===== src/hw/rtl/sefc_pkg.sv =====
// Shared types, constants and helper functions for the STX/ETX frame checker.
`default_nettype none

package sefc_pkg;

  localparam int unsigned MaxFrameLenDefault = 256;
  localparam int unsigned MinFrameLen        = 7;
  localparam int unsigned NumCmds            = 22;
  localparam int unsigned OqDepth            = 4;

  localparam logic [7:0] StxChar = 8'h02;
  localparam logic [7:0] EtxChar = 8'h03;

  localparam logic [2:0] StatusOk       = 3'd0;
  localparam logic [2:0] StatusBadDelim = 3'd1;
  localparam logic [2:0] StatusBadSum   = 3'd2;
  localparam logic [2:0] StatusBadCmd   = 3'd3;
  localparam logic [2:0] StatusBadLen   = 3'd4;

  typedef logic [23:0] cmd_t;

  localparam cmd_t CmdTable [NumCmds] = '{
    "AMS", "AMF", "IR*", "OCV", "IDN", "SIZ", "STP", "FIN", "MAN", "SEN", "OUT",
    "BCR", "EMS", "RST", "REM", "ERR", "CLR", "REC", "LRM", "FRM", "STA", "DEV"
  };

  typedef struct packed {
    logic       verdict_last;
    logic [7:0] param_byte;
    logic [2:0] frame_status;
    logic [4:0] command_code;
    logic [7:0] param_count;
  } result_t;

  // Up to two result items produced by one byte, first item in a.
  typedef struct packed {
    logic [1:0] cnt;
    result_t    a;
    result_t    b;
  } push_t;

  typedef struct packed {
    logic       hit;
    logic [4:0] code;
  } cmd_hit_t;

  function automatic logic [7:0] hex_char(input logic [3:0] nib);
    logic [7:0] wide;
    wide = {4'h0, nib};
    if (nib < 4'd10) begin
      return 8'h30 + wide;
    end else begin
      return 8'h41 + wide - 8'd10;
    end
  endfunction

  // Compare against every table entry in parallel; lowest index wins.
  function automatic cmd_hit_t cmd_lookup(input cmd_t chars);
    cmd_hit_t res;
    res = '0;
    for (int i = NumCmds - 1; i >= 0; i--) begin
      if (CmdTable[i] == chars) begin
        res.hit  = 1'b1;
        res.code = 5'(i);
      end
    end
    return res;
  endfunction

endpackage

`default_nettype wire


===== src/hw/rtl/sefc_core.sv =====
// Input register and per-byte frame tracking: parameter extraction and verdict.
`default_nettype none

module sefc_core #(
  parameter int unsigned MAX_FRAME_LEN = sefc_pkg::MaxFrameLenDefault
) (
  input  wire logic            clk,
  input  wire logic            rst_n,
  input  wire logic            in_valid,
  output      logic            in_ready,
  input  wire logic [7:0]      rx_byte,
  input  wire logic            end_of_message,
  input  wire logic            space_ok,
  output      sefc_pkg::push_t push
);
  import sefc_pkg::*;

  localparam int unsigned PosW = $clog2(MAX_FRAME_LEN + 1);
  localparam logic [PosW-1:0] MaxPos = PosW'(MAX_FRAME_LEN);

  logic            stg_valid_r;
  logic [7:0]      stg_byte_r;
  logic            stg_eom_r;
  logic            fire;

  logic [PosW-1:0] pos_r,   pos_nxt;
  logic [7:0]      sum_r,   sum_nxt;
  logic [7:0]      first_r, first_nxt;
  cmd_t            cmd_r,   cmd_nxt;
  logic [7:0]      dly_r [3];
  logic [7:0]      cnt_r,   cnt_nxt;

  logic            emit;
  logic [7:0]      leaving;
  logic [2:0]      status;
  logic [4:0]      code;
  cmd_hit_t        lookup;
  result_t         param_item;
  result_t         verdict_item;

  assign fire     = stg_valid_r && space_ok;
  assign in_ready = !stg_valid_r || fire;

  // Hold the accepted byte until the result queue has room for two items.
  always_ff @(posedge clk) begin
    if (!rst_n) begin
      stg_valid_r <= 1'b0;
    end else if (in_ready) begin
      stg_valid_r <= in_valid;
    end
  end

  always_ff @(posedge clk) begin
    if (in_ready && in_valid) begin
      stg_byte_r <= rx_byte;
      stg_eom_r  <= end_of_message;
    end
  end

  always_comb begin
    leaving   = dly_r[2];
    sum_nxt   = (pos_r >= PosW'(4)) ? sum_r + leaving : sum_r;
    emit      = (pos_r >= PosW'(MinFrameLen)) && (pos_r < MaxPos);
    cnt_nxt   = emit ? cnt_r + 8'd1 : cnt_r;
    first_nxt = (pos_r == '0) ? stg_byte_r : first_r;
    cmd_nxt   = ((pos_r != '0) && (pos_r <= PosW'(3))) ? {cmd_r[15:0], stg_byte_r} : cmd_r;
    pos_nxt   = (pos_r == MaxPos) ? pos_r : pos_r + PosW'(1);
    lookup    = cmd_lookup(cmd_nxt);

    code = '0;
    if ((pos_r < PosW'(MinFrameLen - 1)) || (pos_r == MaxPos)) begin
      status = StatusBadLen;
    end else if ((first_nxt != StxChar) || (stg_byte_r != EtxChar)) begin
      status = StatusBadDelim;
    end else if ((dly_r[1] != hex_char(sum_nxt[7:4])) ||
                 (dly_r[0] != hex_char(sum_nxt[3:0]))) begin
      status = StatusBadSum;
    end else if (!lookup.hit) begin
      status = StatusBadCmd;
    end else begin
      status = StatusOk;
      code   = lookup.code;
    end

    param_item              = '0;
    param_item.param_byte   = leaving;
    verdict_item              = '0;
    verdict_item.verdict_last = 1'b1;
    verdict_item.frame_status = status;
    verdict_item.command_code = code;
    verdict_item.param_count  = cnt_nxt;

    push.cnt = fire ? ({1'b0, emit} + {1'b0, stg_eom_r}) : 2'd0;
    push.a   = emit ? param_item : verdict_item;
    push.b   = verdict_item;
  end

  // Advance frame state; clear everything after the verdict.
  always_ff @(posedge clk) begin
    if (!rst_n) begin
      pos_r   <= '0;
      sum_r   <= '0;
      first_r <= '0;
      cmd_r   <= '0;
      cnt_r   <= '0;
      dly_r   <= '{default: '0};
    end else if (fire) begin
      if (stg_eom_r) begin
        pos_r   <= '0;
        sum_r   <= '0;
        first_r <= '0;
        cmd_r   <= '0;
        cnt_r   <= '0;
        dly_r   <= '{default: '0};
      end else begin
        pos_r    <= pos_nxt;
        sum_r    <= sum_nxt;
        first_r  <= first_nxt;
        cmd_r    <= cmd_nxt;
        cnt_r    <= cnt_nxt;
        dly_r[0] <= stg_byte_r;
        dly_r[1] <= dly_r[0];
        dly_r[2] <= dly_r[1];
      end
    end
  end

endmodule

`default_nettype wire


===== src/hw/rtl/sefc_oq.sv =====
// Small result queue: takes up to two items per cycle, hands out one per transfer.
`default_nettype none

module sefc_oq (
  input  wire logic              clk,
  input  wire logic              rst_n,
  input  wire sefc_pkg::push_t   push,
  output      logic              space_ok,
  output      logic              out_valid,
  input  wire logic              out_ready,
  output      sefc_pkg::result_t out_item
);
  import sefc_pkg::*;

  localparam int unsigned PtrW = $clog2(OqDepth);
  localparam int unsigned CntW = $clog2(OqDepth + 1);

  result_t         mem_r [OqDepth];
  logic [PtrW-1:0] wr_ptr_r;
  logic [PtrW-1:0] rd_ptr_r;
  logic [CntW-1:0] count_r;
  logic            pop;

  assign out_valid = (count_r != '0);
  assign out_item  = mem_r[rd_ptr_r];
  assign pop       = out_valid && out_ready;
  assign space_ok  = (count_r <= CntW'(OqDepth - 2));

  always_ff @(posedge clk) begin
    if (push.cnt != 2'd0) begin
      mem_r[wr_ptr_r] <= push.a;
    end
    if (push.cnt == 2'd2) begin
      mem_r[wr_ptr_r + PtrW'(1)] <= push.b;
    end
  end

  always_ff @(posedge clk) begin
    if (!rst_n) begin
      wr_ptr_r <= '0;
      rd_ptr_r <= '0;
      count_r  <= '0;
    end else begin
      wr_ptr_r <= wr_ptr_r + PtrW'(push.cnt);
      if (pop) begin
        rd_ptr_r <= rd_ptr_r + PtrW'(1);
      end
      count_r <= count_r + CntW'(push.cnt) - CntW'(pop);
    end
  end

endmodule

`default_nettype wire


===== src/hw/rtl/stx_etx_frame_checker_unit.sv =====
// Top level of the STX/ETX frame checker: byte input, parameter and verdict output.
// Usage:
//   Feed the received message one byte per transfer on the in_ channel, with
//   in_end_of_message high on the final byte (expected ETX). Each byte that
//   falls out of the three-byte delay line within the first MAX_FRAME_LEN
//   bytes of a frame of at least seven bytes comes back as a parameter item
//   (out_verdict_last low). The final byte yields a verdict item
//   (out_verdict_last high) with status, command code and the count of
//   parameter bytes; it follows any parameter item from that byte.
// Order: a byte is registered in the input stage, written to the result queue
//   once the queue has room, and presented from there; a verdict leaves the
//   queue after its parameter item if both come together.
// Throughput: one input byte per cycle while the queue has room for two items,
//   set by the input stage feeding a four-entry result queue; the queue drains
//   one item per cycle while out_ready is high, so a final byte adds an item.
// Reset (rst_n low, synchronous) empties the stage and queue and clears all
//   frame state, as after a verdict.
// Stall: while out_ready is low, results wait in the queue; once it cannot
//   take two more items the input stage holds and in_ready drops.
`default_nettype none

module stx_etx_frame_checker_unit #(
  parameter int unsigned MAX_FRAME_LEN = sefc_pkg::MaxFrameLenDefault
) (
  input  wire logic       clk,
  input  wire logic       rst_n,
  input  wire logic       in_valid,
  output      logic       in_ready,
  input  wire logic [7:0] in_rx_byte,
  input  wire logic       in_end_of_message,
  output      logic       out_valid,
  input  wire logic       out_ready,
  output      logic       out_verdict_last,
  output      logic [7:0] out_param_byte,
  output      logic [2:0] out_frame_status,
  output      logic [4:0] out_command_code,
  output      logic [7:0] out_param_count
);
  import sefc_pkg::*;

  push_t   push;
  logic    space_ok;
  result_t out_item;

  // Input stage and frame tracking.
  sefc_core #(
    .MAX_FRAME_LEN(MAX_FRAME_LEN)
  ) u_core (
    .clk           (clk),
    .rst_n         (rst_n),
    .in_valid      (in_valid),
    .in_ready      (in_ready),
    .rx_byte       (in_rx_byte),
    .end_of_message(in_end_of_message),
    .space_ok      (space_ok),
    .push          (push)
  );

  // Result queue parts the output side from the input side.
  sefc_oq u_oq (
    .clk      (clk),
    .rst_n    (rst_n),
    .push     (push),
    .space_ok (space_ok),
    .out_valid(out_valid),
    .out_ready(out_ready),
    .out_item (out_item)
  );

  assign out_verdict_last = out_item.verdict_last;
  assign out_param_byte   = out_item.param_byte;
  assign out_frame_status = out_item.frame_status;
  assign out_command_code = out_item.command_code;
  assign out_param_count  = out_item.param_count;

endmodule

`default_nettype wire


===== config.mk =====
export PLATFORM = sky130hd
export DESIGN_NAME = stx_etx_frame_checker_unit
export DESIGN_NICKNAME = d
export VERILOG_FILES = /design/src/hw/rtl/sefc_pkg.sv /design/src/hw/rtl/sefc_core.sv /design/src/hw/rtl/sefc_oq.sv /design/src/hw/rtl/stx_etx_frame_checker_unit.sv
export SDC_FILE = /design/constraint.sdc
export NUM_CORES = 1
export LEC_CHECK = 0
export BUFFER_PORTS_ARGS = -buffer_cell sky130_fd_sc_hd__buf_2
export CAP_MARGIN = 25
export CELL_PAD_IN_SITES_DETAIL_PLACEMENT = 1
export CELL_PAD_IN_SITES_GLOBAL_PLACEMENT = 1
export CORE_MARGIN = 1
export CORE_UTILIZATION = 35
export CTS_BUF_LIST = sky130_fd_sc_hd__clkbuf_4 sky130_fd_sc_hd__clkbuf_8
export DETAILED_ROUTE_END_ITERATION = 7
export PLACE_DENSITY_LB_ADDON = 0.1
export SLEW_MARGIN = 25
export SYNTH_ARGS = -nofsm -noshare
export SYNTH_HDL_FRONTEND = slang
export SYNTH_SLANG_ARGS = --single-unit

===== constraint.sdc =====
create_clock -name clk -period 6 [get_ports clk]
set_clock_uncertainty 0.05 [all_clocks]
set_input_delay 0.6 -clock clk [delete_from_list [all_inputs] [get_ports clk]]
set_output_delay 0.6 -clock clk [all_outputs]
set_load 0.1 [all_outputs]

After elaboration in Yosys (flattened, before gate mapping):

Memory sizes are Yosys's and may differ from the RTL's. A register that Yosys moved wholly into a read port is not among the register bits.
Index checks and enable logic that the tools add are counted.

* memory bits (writable): 100
* memories kept: 1
* word-level logic and storage cells: 137
* flip-flop bits (word level): 98
* output and inout port bits: 27
* bits of input ports: 13

* mux-type cells: 55
* add/sub/neg operators: 15
* reductions and logical operators: 15
* $lt $le $gt $ge: 8
* equal/unequal tests: 29

Memory list
* u_oq.mem_r: words 4, bits a word 25, read ports 1, clocked after memory_dff 1, wr ports 2, line sefc_oq.sv:18 `result_t mem_r [OqDepth];`

Operators with widths (count)
* $eq A23 B24 Y1 const A: 22
* $mux W6: 22
* $mux W8: 12
* $mux W24: 3
* $mux W25: 1
* $mux W5: 4
* $ge A9 B3 Y1 const B: 2
* $mux W9: 2
* $add A7 B4 Y8 const A: 2
* $ne A8 B2 Y1 const B: 2
* $ne A8 B8 Y1: 2
* $sub A8 B4 Y8 const B: 2
* $add A6 B4 Y7 const A: 2
* $add A9 B1 Y9 const B: 1
* $eq A9 B9 Y1 const B: 1
* $le A9 B2 Y1 const B: 1
* $logic_not A9 Y1: 1
* $lt A9 B3 Y1 const B: 1
* $lt A9 B9 Y1 const B: 1
* $mux W3: 3
* $reduce_bool A9 Y1: 1
* $add A8 B1 Y8 const B: 1
* $add A8 B8 Y8: 1
* $lt A4 B4 Y1 const B: 2
* other kinds (16): 30

Longest topological paths before layout:

* word-level depth: 31
* gate-level depth with buffers: 16
* depth with buffers taken out: 15

Hierarchy:

A second synthesis with hierarchy kept.

* cell total of the unflattened synthesis: 1084
* area, all modules: 11812.6 sq um

By module, submodules not included
* sefc_core: cells each 791, area an instance 6462.4 sq um, sequential area each 1911.8 sq um, instances 1
* sefc_oq: cells each 293, area an instance 5350.1 sq um, sequential area each 3183.1 sq um, instances 1

Worst setup path before layout:

No wires, ideal clock.

* kind: register to register
* start point: register u_core.pos_r[3]
* end point: memory u_oq.mem_r[0][11] in the netlist's numbering (data pin)
* stages on the path, launching flop included: 13
* period minus slack after synthesis: 3934 ps
* library setup time: 167 ps
* required time: 5783 ps
* buffers on the path: 3
* path slack: 2066 ps
* arrival: 3717 ps
* cell sequence: dfxtp_1 > or3_1 > nor3_1 > a31oi_1 > clkbuf_1 > clkbuf_1 > ha_1 > clkbuf_1 > o21ai_1 > nor3_1 > a21oi_1 > nand2b_1 > a211oi_1

RTL lines
* start: declaration: line sefc_core.sv:26 `logic [PosW-1:0] pos_r, pos_nxt;`
* start signal: assignment: line sefc_core.sv:116 `pos_r <= pos_nxt;`
* end: declaration: line sefc_oq.sv:18

==> impl_metrics.yaml <==
hold_path:
  whs_path_depth: 1
  worstHoldStart: "in_rx_byte[5]"
  hold_class: "in -> reg"
floorplanning:
  die_x_um: 178
  dieArea_um2: 31700
  start_util_pct: 35.5
  core-area_um2: 30500
  ios: 40
  rows: 64
  die_h_um: 178
cells_and_area:
  fin_util_pct: 38.7
  final_layout_size_suffix_gt1_share_pct: 12.9
  nNetsFinal: 1179
  n_antenna_cell: 0
  area_growth_pct: 8.74
routing:
  wl_per_cell_um: 21.3
  ant_nets: 0
  drc: 0
  drt-pass1-iter-count: 5
  num_vias: 8925
  drt_iter0_drc: 669
  routed_wl_um: 33200
  viasPerCell: 5.74
critical_path:
  cp_top_family: "compound AO/OA/AOI/OAI gates"
  crit_buf_inv: 1
  critical_path_arrival_ps: 5050
  worst-path-stages: 13
  path_max_fanout: 20
  cp-start-kind: "flop"
  path_class: "reg -> reg"
  ff2ff_path_depth: 13
  cp-end-kind: "flop"
  cpPeakStageDelay_ps: 670
  rrSetupSlack_ps: 1200
  cp_cell_sequence: "nor4_4, nand2_2, mux2i_2, ha_1, inv_1, a2111oi_0, o21ai_0, a21oi_1, o21ai_0, a2111o_1, a2111oi_4, nand2_2, nor4_1"
  reg2reg_from: "u_core.pos_r[2]"
  critPathRequiredTime_ps: 6250
  cp-startpoint: "u_core.pos_r[2]"
  critPathSlowestCell: "a2111oi_0"
clocking:
  root_buffer: "clkbuf_8"
  insertion_delay_ps: 490
  cts.sinks: 200
  postCtsSetupBuffers: 0
  cts_buffers: 17
  cts_buffer_depth: 2
  post_cts_resized: 0
  cts_tree: "yes"
  htreeDepth: 4
  clk_pin_slew_ps: 110
  cts_hold_buf: 0
synthesis:
  synth_xor_area_share_pct: 1.70
  synth_area_um2: 10800
  synth-compound-area-share_pct: 16.1
  synthSimpleGateAreaFrac_pct: 26.1
  synth_warnings: 0
  synth_top_family_by_area: "simple AND/OR/NAND/NOR gates"
  syn_nets: 1178
  yosys_register_bits: 200
  syn_avg_cell_area_um2: 9.47
  async_reset_ff_share_pct: 0
  synthCells: 1145
  synth_edf_count: 73
  synthAdderAreaFrac_pct: 2.45
  ys_seq_area_share_pct: 43.7
  synthMuxAreaShare_pct: 6.47
  synth_ff_type: "dfxtp_1"
  post_synth_num_cell_types: 78
power_and_ir_drop:
  leakagePower_uw: 0.00375
  p_per_area_nw_per_um2: 275
  vdd_drop_max_v: 0.000131
status:
  status: "completed"
global_routing:
  antenna_found_initial: 1
  grt.overflow.total: 0
  use_met3_pct: 2.98
  grt_pass1_vias: 8914
  grt_pass1_wl_um: 52800
  grt_usage_pct: 21.7
  grt_max_degree: 87
  grt_use_met1_pct: 30.4
  grt_busiest_layer: "met2"
  grtUsageMet2_pct: 34.9
timing:
  hold_viol_final: 0
  max-slew-margin-rel_pct: 33.9
  setup_viol: 0
  timing.fmax_ghz: 0.208
  period_share_pct: 80.1
  tns_ps: 0
  hold_ws_ps: 229
  rsz0062_at_grt: "false"
  worst_slew_pin_slew_ps: 985
  layout_min_cycle_time_ps: 4800
  finalMaxSlewViolations: 0
placement:
  port_buffers: 39
  dpl.hpwl_um: 22800
  routabilityCongestion: 0.896
run:
  drv_cap: 0
[flip-flops by register name (all words and copies together), names as in the netlist, named ones only]
register,cells
u_core.stg_eom_r,1
u_core.pos_r,9
u_core.leaving,8
u_core.stg_valid_r,1
u_oq.mem_r,100
u_core.sum_r,8
u_core.cnt_r,8
u_oq.rd_ptr_r,2
u_core.first_r,8
u_oq.wr_ptr_r,2
u_core.stg_byte_r,8
u_core.dly_r,16
u_core.cmd_r,24
u_oq.count_r,3
[where the power goes]
part	leakage [uW]	switching [uW]	internal [uW]	total [uW]
Combinational	0.00186	573	202	775
Sequential	0.00168	84.6	1450	1540
Clock	0.000201	529	400	929
Total	0.00375	1190	2050	3240
[layer usage]
layer,part of all wire [%],routed length [um]
met1,49,16200
met2,46,15200
met3,3.5,1170
met4,1.7,551
met5,0,0
[metrics by stage]
stage                     cell area, um2  total power (uW)  setup slack, ps  cells
after floorplan                    10800              2200             2070   1145
after global placement             11400              2350             1220   1523
after detailed placement           11400              2350             1200   1523
after CTS                          11800              3280             1170   1555
after global routing               11800              3390              779   1555
final                              11800              3240             1200   1555
[Yosys cell counts (11+ instances only)]
cell,instances,area [um2]
dfxtp_1,127,2540
nand2_1,108,405
edfxtp_1,73,2190
nor2_1,70,263
a21oi_1,62,310
clkbuf_1,59,221
nand3_1,55,275
nor2b_1,52,325
o21ai_0,48,240
a22oi_1,39,293
nor3_1,36,180
a21boi_0,26,195
and2_1,26,163
nand3b_1,26,195
mux4_2,25,563
inv_1,23,86.3
nor4_1,20,125
ha_1,18,225
nand2b_1,18,113
nand4_1,18,113
o22ai_1,12,75.1
a31oi_1,11,68.8
a32o_1,11,110
xor2_1,11,96.3
[cell usage in the layout, fill, tap and decap left out, drive strengths merged, types with 12 or more instances in the layout]
master / count
buf: 54
ha: 18
nand3: 55
nand2: 110
clkbuf: 20
a22oi: 39
o22ai: 12
mux4: 25
nor2b: 52
nor4: 21
edfxtp: 73
nand4: 18
inv: 29
nor2: 71
dfxtp: 127
nor3: 37
a21oi: 63
nand3b: 26
and2: 26
nand2b: 18
a21boi: 26
o21ai: 53
[cell type report]
| class | instances | area, um2 |
|---|---|---|
| Timing Repair Buffer | 54 | 308 |
| Inverter | 24 | 90.1 |
| Sequential cell | 200 | 4740 |
| Clock inverter | 12 | 140 |
| Tap cell | 396 | 495 |
| Clock buffer | 20 | 263 |
| Fill cell | 3489 | 18700 |
| Multi-Input combinational cell | 849 | 5760 |
[final timing paths]
path | end
worst max-delay path | u_oq.mem_r[1][8]
worst min-delay path | u_core.stg_byte_r[5]
worst max register to register | u_oq.mem_r[1][8]
worst min register to register | u_oq.mem_r[2][24]
[kinds of logic after synthesis]
group | after synthesis
adder cells (fa/ha/maj) | 20
flip-flops | 200
multiplexers | 38
buffers and inverters | 96
AO/OA/AOI/OAI | 260
AND/OR/NAND/NOR | 510
XOR/XNOR | 21
(Power assumes the default switching activity.)
